**src/rtl/core/tarc_pkg.sv**
```systemverilog
`timescale 1ns / 1ps

package tarc_pkg;

    // configuration word width and tick counter width
    localparam int CFG_W    = 16;
    localparam int TICK_W   = 16;
    localparam int CMP_W    = (TICK_W > CFG_W) ? TICK_W : CFG_W;
    localparam int WAIT_W   = 16;
    localparam int BIT_W    = 5;
    localparam int SAMPLE_W = 12;
    localparam int CFG_IDX_W = 2;

    localparam logic [TICK_W-1:0] CNT_MAX = {TICK_W{1'b1}};
    localparam logic [WAIT_W-1:0] WAIT_MAX = {WAIT_W{1'b1}};

    // control bytes sent ahead of each conversion
    localparam logic [7:0] CMD_Y = 8'h94;
    localparam logic [7:0] CMD_X = 8'hD0;

    // pulse numbering within one read
    localparam logic [BIT_W-1:0] PULSE_BUSY       = BIT_W'(8);
    localparam logic [BIT_W-1:0] PULSE_DATA_FIRST = BIT_W'(9);
    localparam logic [BIT_W-1:0] PULSE_DATA_LAST  = BIT_W'(20);
    localparam logic [BIT_W-1:0] PULSE_TOTAL      = BIT_W'(24);
    localparam logic [BIT_W-1:0] CMD_BITS         = BIT_W'(8);

    localparam logic [CFG_W-1:0] HALF_RESET    = CFG_W'(1000);
    localparam logic [CFG_W-1:0] SETUP_RESET   = CFG_W'(1000);
    localparam logic [CFG_W-1:0] TIMEOUT_RESET = CFG_W'(0);

    // register indexes
    localparam logic [CFG_IDX_W-1:0] REG_HALF    = CFG_IDX_W'(0);
    localparam logic [CFG_IDX_W-1:0] REG_SETUP   = CFG_IDX_W'(1);
    localparam logic [CFG_IDX_W-1:0] REG_TIMEOUT = CFG_IDX_W'(2);

    typedef struct packed {
        logic [CFG_W-1:0] half_period_ticks;
        logic [CFG_W-1:0] select_setup_ticks;
        logic [CFG_W-1:0] busy_timeout_ticks;
    } cfg_t;

    typedef struct packed {
        logic pen_irq_n;
        logic busy_level;
        logic data_in_level;
    } tick_t;

    typedef struct packed {
        logic                select_n;
        logic                serial_clock;
        logic                data_out;
        logic [SAMPLE_W-1:0] x_value;
        logic [SAMPLE_W-1:0] y_value;
        logic                pair_valid;
        logic                timeout_error;
    } result_t;

    // limit a register value to what the tick counter can hold
    function automatic logic [TICK_W-1:0] clip_cnt(input logic [CFG_W-1:0] v);
        logic [CMP_W-1:0] ext;
        ext = CMP_W'(v);
        if (ext > CMP_W'(CNT_MAX))
            return CNT_MAX;
        else
            return TICK_W'(ext);
    endfunction

    function automatic logic [TICK_W-1:0] tick_inc(input logic [TICK_W-1:0] v);
        if (v == CNT_MAX)
            return CNT_MAX;
        else
            return v + TICK_W'(1);
    endfunction

    // command bit k of the control byte for the selected axis, zero past the byte
    function automatic logic cmd_bit(input logic axis, input logic [BIT_W-1:0] k);
        logic [7:0] cmd;
        cmd = axis ? CMD_X : CMD_Y;
        if (k >= CMD_BITS)
            return 1'b0;
        else
            return cmd[3'(3'd7 - k[2:0])];
    endfunction

endpackage

```
**src/rtl/core/tarc_seq.sv**
```systemverilog
`timescale 1ns / 1ps

module tarc_seq
    import tarc_pkg::*;
(
    input  logic    clk,
    input  logic    rst_n,
    input  logic    step_en,
    input  tick_t   tick,
    input  cfg_t    regs,
    output result_t res
);

    typedef enum logic [2:0] {
        PH_IDLE  = 3'd0,
        PH_SETUP = 3'd1,
        PH_HIGH  = 3'd2,
        PH_LOW   = 3'd3,
        PH_BUSY  = 3'd4,
        PH_GAP   = 3'd5
    } phase_t;

    phase_t              phase_reg, phase_next;
    logic [BIT_W-1:0]    bit_count_reg, bit_count_next;
    logic [TICK_W-1:0]   tick_count_reg, tick_count_next;
    logic [WAIT_W-1:0]   wait_count_reg, wait_count_next;
    logic [SAMPLE_W-1:0] shift_reg, shift_next;
    logic                axis_sel_reg, axis_sel_next;
    logic [SAMPLE_W-1:0] x_reg, x_next;
    logic [SAMPLE_W-1:0] y_reg, y_next;

    logic [TICK_W-1:0]   half;
    logic [TICK_W-1:0]   tick_up;
    logic [WAIT_W-1:0]   wait_up;
    logic [BIT_W-1:0]    pulse_next;
    logic                pv;
    logic                te;
    logic                dout;

    always_comb
    begin
        half = clip_cnt(regs.half_period_ticks);
        if (half == '0)
            half = TICK_W'(1);
        tick_up    = tick_inc(tick_count_reg);
        wait_up    = (wait_count_reg == WAIT_MAX) ? WAIT_MAX : wait_count_reg + WAIT_W'(1);
        pulse_next = bit_count_reg + BIT_W'(1);

        phase_next      = phase_reg;
        bit_count_next  = bit_count_reg;
        tick_count_next = tick_count_reg;
        wait_count_next = wait_count_reg;
        shift_next      = shift_reg;
        axis_sel_next   = axis_sel_reg;
        x_next          = x_reg;
        y_next          = y_reg;
        pv              = 1'b0;
        te              = 1'b0;

        case (phase_reg)
            PH_IDLE:
            begin
                if (!tick.pen_irq_n)
                begin
                    axis_sel_next   = 1'b0;
                    phase_next      = PH_SETUP;
                    tick_count_next = '0;
                    bit_count_next  = '0;
                    wait_count_next = '0;
                    shift_next      = '0;
                end
            end
            PH_GAP:
            begin
                axis_sel_next   = 1'b1;
                phase_next      = PH_SETUP;
                tick_count_next = '0;
                bit_count_next  = '0;
                wait_count_next = '0;
                shift_next      = '0;
            end
            PH_SETUP:
            begin
                tick_count_next = tick_up;
                if (tick_up >= clip_cnt(regs.select_setup_ticks))
                begin
                    phase_next      = PH_HIGH;
                    tick_count_next = '0;
                end
            end
            PH_HIGH:
            begin
                tick_count_next = tick_up;
                if (tick_up >= half)
                begin
                    phase_next      = PH_LOW;
                    tick_count_next = '0;
                end
            end
            PH_LOW:
            begin
                tick_count_next = tick_up;
                if (tick_up >= half)
                begin
                    tick_count_next = '0;
                    if (pulse_next == PULSE_BUSY)
                    begin
                        bit_count_next  = PULSE_BUSY;
                        wait_count_next = '0;
                        phase_next      = PH_BUSY;
                    end
                    else if (pulse_next >= PULSE_TOTAL)
                    begin
                        bit_count_next = '0;
                        if (!axis_sel_reg)
                        begin
                            y_next        = shift_reg;
                            axis_sel_next = 1'b1;
                            phase_next    = PH_GAP;
                        end
                        else
                        begin
                            x_next        = shift_reg;
                            axis_sel_next = 1'b0;
                            pv            = 1'b1;
                            phase_next    = PH_IDLE;
                        end
                    end
                    else
                    begin
                        bit_count_next = pulse_next;
                        if (pulse_next >= PULSE_DATA_FIRST && pulse_next <= PULSE_DATA_LAST)
                            shift_next = {shift_reg[SAMPLE_W-2:0], tick.data_in_level};
                        phase_next = PH_HIGH;
                    end
                end
            end
            PH_BUSY:
            begin
                if (tick.busy_level)
                begin
                    phase_next      = PH_HIGH;
                    tick_count_next = '0;
                end
                else if (regs.busy_timeout_ticks != '0)
                begin
                    wait_count_next = wait_up;
                    if (wait_up >= regs.busy_timeout_ticks)
                    begin
                        te              = 1'b1;
                        phase_next      = PH_IDLE;
                        axis_sel_next   = 1'b0;
                        bit_count_next  = '0;
                        tick_count_next = '0;
                        wait_count_next = '0;
                    end
                end
            end
            default:
            begin
                phase_next      = PH_IDLE;
                bit_count_next  = '0;
                tick_count_next = '0;
                wait_count_next = '0;
            end
        endcase

        // data out follows the state after the tick
        case (phase_next)
            PH_SETUP: dout = cmd_bit(axis_sel_next, '0);
            PH_HIGH:  dout = cmd_bit(axis_sel_next, bit_count_next);
            PH_LOW:   dout = cmd_bit(axis_sel_next, bit_count_next + BIT_W'(1));
            default:  dout = 1'b0;
        endcase

        res.select_n      = (phase_next == PH_IDLE) || (phase_next == PH_GAP);
        res.serial_clock  = (phase_next == PH_HIGH);
        res.data_out      = dout;
        res.x_value       = x_next;
        res.y_value       = y_next;
        res.pair_valid    = pv;
        res.timeout_error = te;
    end

    always_ff @(posedge clk or negedge rst_n)
    begin
        if (!rst_n)
        begin
            phase_reg      <= PH_IDLE;
            bit_count_reg  <= '0;
            tick_count_reg <= '0;
            wait_count_reg <= '0;
            shift_reg      <= '0;
            axis_sel_reg   <= 1'b0;
            x_reg          <= '0;
            y_reg          <= '0;
        end
        else if (step_en)
        begin
            phase_reg      <= phase_next;
            bit_count_reg  <= bit_count_next;
            tick_count_reg <= tick_count_next;
            wait_count_reg <= wait_count_next;
            shift_reg      <= shift_next;
            axis_sel_reg   <= axis_sel_next;
            x_reg          <= x_next;
            y_reg          <= y_next;
        end
    end

endmodule
```
**config.mk**
```make
export PLATFORM = sky130hd
export DESIGN_NAME = tarc_seq
export DESIGN_NICKNAME = d
export VERILOG_FILES = /design/src/rtl/core/tarc_pkg.sv /design/src/rtl/core/tarc_seq.sv
export SDC_FILE = /design/constraint.sdc
export NUM_CORES = 1
export LEC_CHECK = 0
export ABC_CLOCK_PERIOD_IN_PS = 5500
export BUFFER_PORTS_ARGS = -buffer_cell sky130_fd_sc_hd__buf_2
export CAP_MARGIN = 20
export CELL_PAD_IN_SITES_DETAIL_PLACEMENT = 0
export CELL_PAD_IN_SITES_GLOBAL_PLACEMENT = 1
export CORE_UTILIZATION = 45
export DETAILED_ROUTE_END_ITERATION = 16
export GPL_TIMING_DRIVEN = 0
export PLACE_DENSITY_LB_ADDON = 0.1
export SYNTH_ARGS = -nofsm -noshare
export SYNTH_HDL_FRONTEND = slang
export SYNTH_SLANG_ARGS = --single-unit
```
**constraint.sdc**
```tcl
create_clock -name clk -period 5.5 [get_ports clk]
set_input_delay 0 -clock clk [delete_from_list [all_inputs] [get_ports clk]]
set_output_delay 0 -clock clk [all_outputs]
set_load 0.005 [all_outputs]
```
==> metrics.txt <==
# TYPE chip_impl_metric gauge
chip_impl_metric{name="reg2reg_setup_slack",unit="ps"} 620
chip_impl_metric{name="power.density",unit="mW/mm²"} 249
chip_impl_metric{name="die_boundary_height",unit="µm"} 115
chip_impl_metric{name="setup_total_negative_slack",unit="ps"} 0
chip_impl_info{name="synth-main-ff-cell",value="sky130_fd_sc_hd__dfrtp_1"} 1
chip_impl_info{name="type_of_the_most_critical_hold_path",value="input pin to asynchronous set/reset pin"} 1
chip_impl_metric{name="initial_utilization",unit=""} 0.460
chip_impl_info{name="grt_most_used_layer",value="met2"} 1
chip_impl_metric{name="grt_antenna_before_repair",unit=""} 1
chip_impl_metric{name="numPlacedInstances",unit=""} 884
chip_impl_metric{name="cp_data_arrival_time",unit="ps"} 5260
chip_impl_metric{name="leakage",unit="µW"} 0.00374
chip_impl_metric{name="nets",unit=""} 857
chip_impl_metric{name="grt_use_met1",unit=""} 0.289
chip_impl_metric{name="mappedNetlistNets",unit=""} 741
chip_impl_metric{name="antenna_left",unit=""} 0
chip_impl_metric{name="yosysUniqueCellTypes",unit=""} 57
chip_impl_info{name="outcome",value="complete, no violations"} 1
chip_impl_metric{name="rows",unit=""} 41
chip_impl_metric{name="dr_total_vias",unit=""} 5008
chip_impl_info{name="synth_area_leader_cell",value="sky130_fd_sc_hd__dfrtp_1"} 1
chip_impl_metric{name="postSynthRegisterBits",unit=""} 77
chip_impl_metric{name="netlist_area",unit="mm²"} 0.00578
chip_impl_metric{name="cts-root-to-sink-buffers",unit=""} 2
chip_impl_metric{name="routed_wl",unit="µm"} 14400
chip_impl_metric{name="wl_per_cell",unit="µm"} 15.6
chip_impl_metric{name="tightest_slew",unit="ps"} 787
chip_impl_metric{name="max_freq",unit="GHz"} 0.190
chip_impl_metric{name="drive_gt1_frac",unit=""} 0.260
chip_impl_metric{name="gp_congestion",unit=""} 0.829
chip_impl_metric{name="critPathRequiredTime",unit="ps"} 5500
chip_impl_metric{name="first_iter_violations",unit=""} 317
chip_impl_metric{name="worst_skew_pair.late_latency",unit="ps"} 350
chip_impl_metric{name="synth-edff-count",unit=""} 0
chip_impl_metric{name="detail_route.first_pass.iterations",unit=""} 5
chip_impl_metric{name="crit_path_max_fanout",unit=""} 8
chip_impl_metric{name="floorplan.io_pins",unit=""} 83
chip_impl_metric{name="final_cell_count_no_fill",unit=""} 923
chip_impl_metric{name="dieArea",unit="mm²"} 0.0133
chip_impl_metric{name="finalSetupViolations",unit=""} 0
chip_impl_metric{name="synth_sequential_area_ratio",unit=""} 0.333
chip_impl_metric{name="r2r_cells",unit=""} 18
chip_impl_info{name="ctsRootBufferMaster",value="sky130_fd_sc_hd__clkbuf_16"} 1
chip_impl_metric{name="drc",unit=""} 0
chip_impl_metric{name="detailedPlacementHpwl",unit="µm"} 10800
chip_impl_metric{name="n_antenna_cell",unit=""} 0
chip_impl_metric{name="mean_number_of_vias_per_cell",unit=""} 5.43
chip_impl_info{name="startpoint_type",value="flop"} 1
chip_impl_metric{name="filler_cell_count",unit=""} 1167
chip_impl_metric{name="mean_instance_size_in_the_synthesized_netlist",unit="µm²"} 9.17
chip_impl_metric{name="cts_buffers",unit=""} 9
chip_impl_metric{name="core_region_area",unit="mm²"} 0.0126
chip_impl_info{name="end_of_the_worst_register_to_register_path",value="y_reg[10]"} 1
chip_impl_info{name="kind_of_critical_path",value="flop to output pin"} 1
chip_impl_metric{name="asyncSetResetFlopFracSynth",unit=""} 1.00
chip_impl_metric{name="timing.final.max_slew_violations",unit=""} 0
chip_impl_metric{name="synthesis.yosys.warnings",unit=""} 0
chip_impl_metric{name="buffers_on_ports",unit=""} 81
chip_impl_metric{name="tritoncts_num_sinks",unit=""} 77
chip_impl_metric{name="timing.clock.skew",unit="ps"} 8.94
chip_impl_metric{name="clk_pin_slew_worst_paths",unit="ps"} 70
chip_impl_metric{name="maximum_number_of_pins_on_one_net_before_global_route_repair",unit=""} 48
chip_impl_metric{name="use_met3",unit=""} 0.0522
chip_impl_metric{name="hold_violations",unit=""} 0
chip_impl_metric{name="use_met2",unit=""} 0.383
chip_impl_metric{name="maxSlewHeadroom",unit=""} 0.471
chip_impl_metric{name="clock_tree.htree_level_count",unit=""} 3
chip_impl_metric{name="post-synth-top-area-fraction",unit=""} 0.333
chip_impl_metric{name="vdd.ir_drop.worst",unit="mV"} 0.128
chip_impl_metric{name="number_of_violations_of_the_max_capacitance_limit",unit=""} 0
chip_impl_metric{name="first_global_vias",unit=""} 4868
chip_impl_metric{name="netlist_instances",unit=""} 630
chip_impl_metric{name="grt_pass1_wl",unit="µm"} 23400
chip_impl_metric{name="floorplan.die.width",unit="µm"} 115
chip_impl_metric{name="gr-total-overflow",unit=""} 0
chip_impl_metric{name="fin_crit_sh",unit=""} 0.957
chip_impl_metric{name="global_route_usage_over_all_layers",unit=""} 0.226
chip_impl_info{name="tritoncts",value="done"} 1
chip_impl_info{name="timing.critical_path.to_type",value="output pin"} 1
chip_impl_info{name="synth_area_leaders",value="sky130_fd_sc_hd__dfrtp_1 (33%), sky130_fd_sc_hd__ha_1 (12%), sky130_fd_sc_hd__mux2_2 (7.4%), sky130_fd_sc_hd__a22o_1 (6.5%), sky130_fd_sc_hd__nand2_1 (4.0%)"} 1
chip_impl_metric{name="syn_to_final_growth",unit="%"} 22.6
chip_impl_metric{name="finalWorstPathRequiredPeriod",unit="ps"} 5260
chip_impl_info{name="r2r-start",value="tick_count_reg[1]"} 1
routing by layer:
metal,share of wire,vias up
li1,-,2497
met1,0.45,2393
met2,0.49,99
met3,0.038,17
met4,0.013,2
met5,0.00056,-
logic make-up after synthesis:
family,share of synthesized area
mux,0.0955
xor+xnor,0.0394
compound gates,0.195
fa+ha+maj,0.123
flops,0.333
simple gates,0.154
buf+inv,0.0589
cell usage after synthesis, drive strengths merged (7+ instances only):
cell type  number
xnor2          14
dfrtp          77
clkbuf         19
nand2b         10
a21oi          42
ha             57
buf             7
mux2           49
nand4           9
inv            58
xor2           12
nor2           33
nor2b           8
a21o            9
and2            7
nand3          21
nand2          61
o21ai          21
a22o           43
nor4           11
nor3            8
cell usage in the layout (no fill, tap or decap), types with 11 or more instances in the layout:
master                     count
sky130_fd_sc_hd__ha_1         55
sky130_fd_sc_hd__xor2_1       12
sky130_fd_sc_hd__inv_1        56
sky130_fd_sc_hd__o21ai_0      18
sky130_fd_sc_hd__mux2_2       37
sky130_fd_sc_hd__buf_4        28
sky130_fd_sc_hd__mux2_1       11
sky130_fd_sc_hd__a21oi_1      40
sky130_fd_sc_hd__clkbuf_1     17
sky130_fd_sc_hd__a22o_1       43
sky130_fd_sc_hd__nor2_1       27
sky130_fd_sc_hd__nand2_1      60
sky130_fd_sc_hd__dfrtp_1      77
sky130_fd_sc_hd__xnor2_1      14
sky130_fd_sc_hd__buf_2        82
sky130_fd_sc_hd__nor4_1       11
sky130_fd_sc_hd__nand3_1      19
worst max-delay path: stages (launching register included):
cell,delay (ps)
sky130_fd_sc_hd__dfrtp_1,430
sky130_fd_sc_hd__ha_4,170
sky130_fd_sc_hd__nand2_1,60
sky130_fd_sc_hd__nor2_2,120
sky130_fd_sc_hd__and2_4,160
sky130_fd_sc_hd__nand4_1,150
sky130_fd_sc_hd__or3_4,410
sky130_fd_sc_hd__nand2_1,120
sky130_fd_sc_hd__inv_1,80
sky130_fd_sc_hd__ha_1,290
sky130_fd_sc_hd__nand2b_4,150
sky130_fd_sc_hd__a2111oi_4,410
sky130_fd_sc_hd__a2111oi_4,90
sky130_fd_sc_hd__or3_1,340
sky130_fd_sc_hd__buf_6,150
sky130_fd_sc_hd__o211ai_4,300
sky130_fd_sc_hd__a22oi_2,140
sky130_fd_sc_hd__buf_4,160
sky130_fd_sc_hd__or3_1,410
sky130_fd_sc_hd__nor3_2,200
sky130_fd_sc_hd__a31oi_1,60
sky130_fd_sc_hd__o311ai_1,250
sky130_fd_sc_hd__buf_4,150
sky130_fd_sc_hd__buf_2,90
layout make-up:
type | instances | area [µm²] | share of cell area
multi-input combinational | 469 | 3640 | 0.514
sequential | 77 | 1930 | 0.272
timing repair buffer | 106 | 621 | 0.0876
clock buffer | 9 | 225 | 0.0318
inverter | 58 | 218 | 0.0307
tap | 172 | 215 | 0.0304
buffer | 25 | 123 | 0.0173
clock inverter | 7 | 114 | 0.0161
how the worst max path moves through the flow:
stage | start | endpoint | slack, ps
finish | tick_count_reg[1] | res[26] | 240
floorplan | tick_count_reg[0] | res[26] | 850
global route | tick_count_reg[0] | res[26] | -30
CTS | tick_count_reg[0] | res[26] | 30
detailed placement | tick_count_reg[0] | res[26] | -230
global placement | tick_count_reg[0] | res[26] | -140
through the flow:
stage	total power, µW	util	setup WS, ps	hold slack (ps)	cell area [µm²]
2_1_floorplan	927	-	854	-296	5780
3_3_place_gp	1030	0.509	-140	240	6400
3_5_place_dp	1050	0.511	-232	-23.7	6430
4_1_cts	1760	0.546	27.8	151	6860
5_1_grt	1870	0.564	-33.9	195	7080
6_report	1770	0.564	237	158	7080
what timing repair did:
action | CTS | global route
hold buffers | 2 | 0
endpoints found under the setup margin | 21 | 2
pin swaps | 4 | 14
hold endpoints to repair | 32 | 0
resized for setup | 9 | 24
buffers inserted | 3 | 19
power by group:
group / switching [µW] / leakage, µW / internal (µW) / total [µW]
Sequential: 29.9 / 0.00106 / 586 / 616
Clock: 279 / 0.000167 / 411 / 690
Combinational: 260 / 0.00251 / 199 / 459
Power figures use the tool's default switching activity.
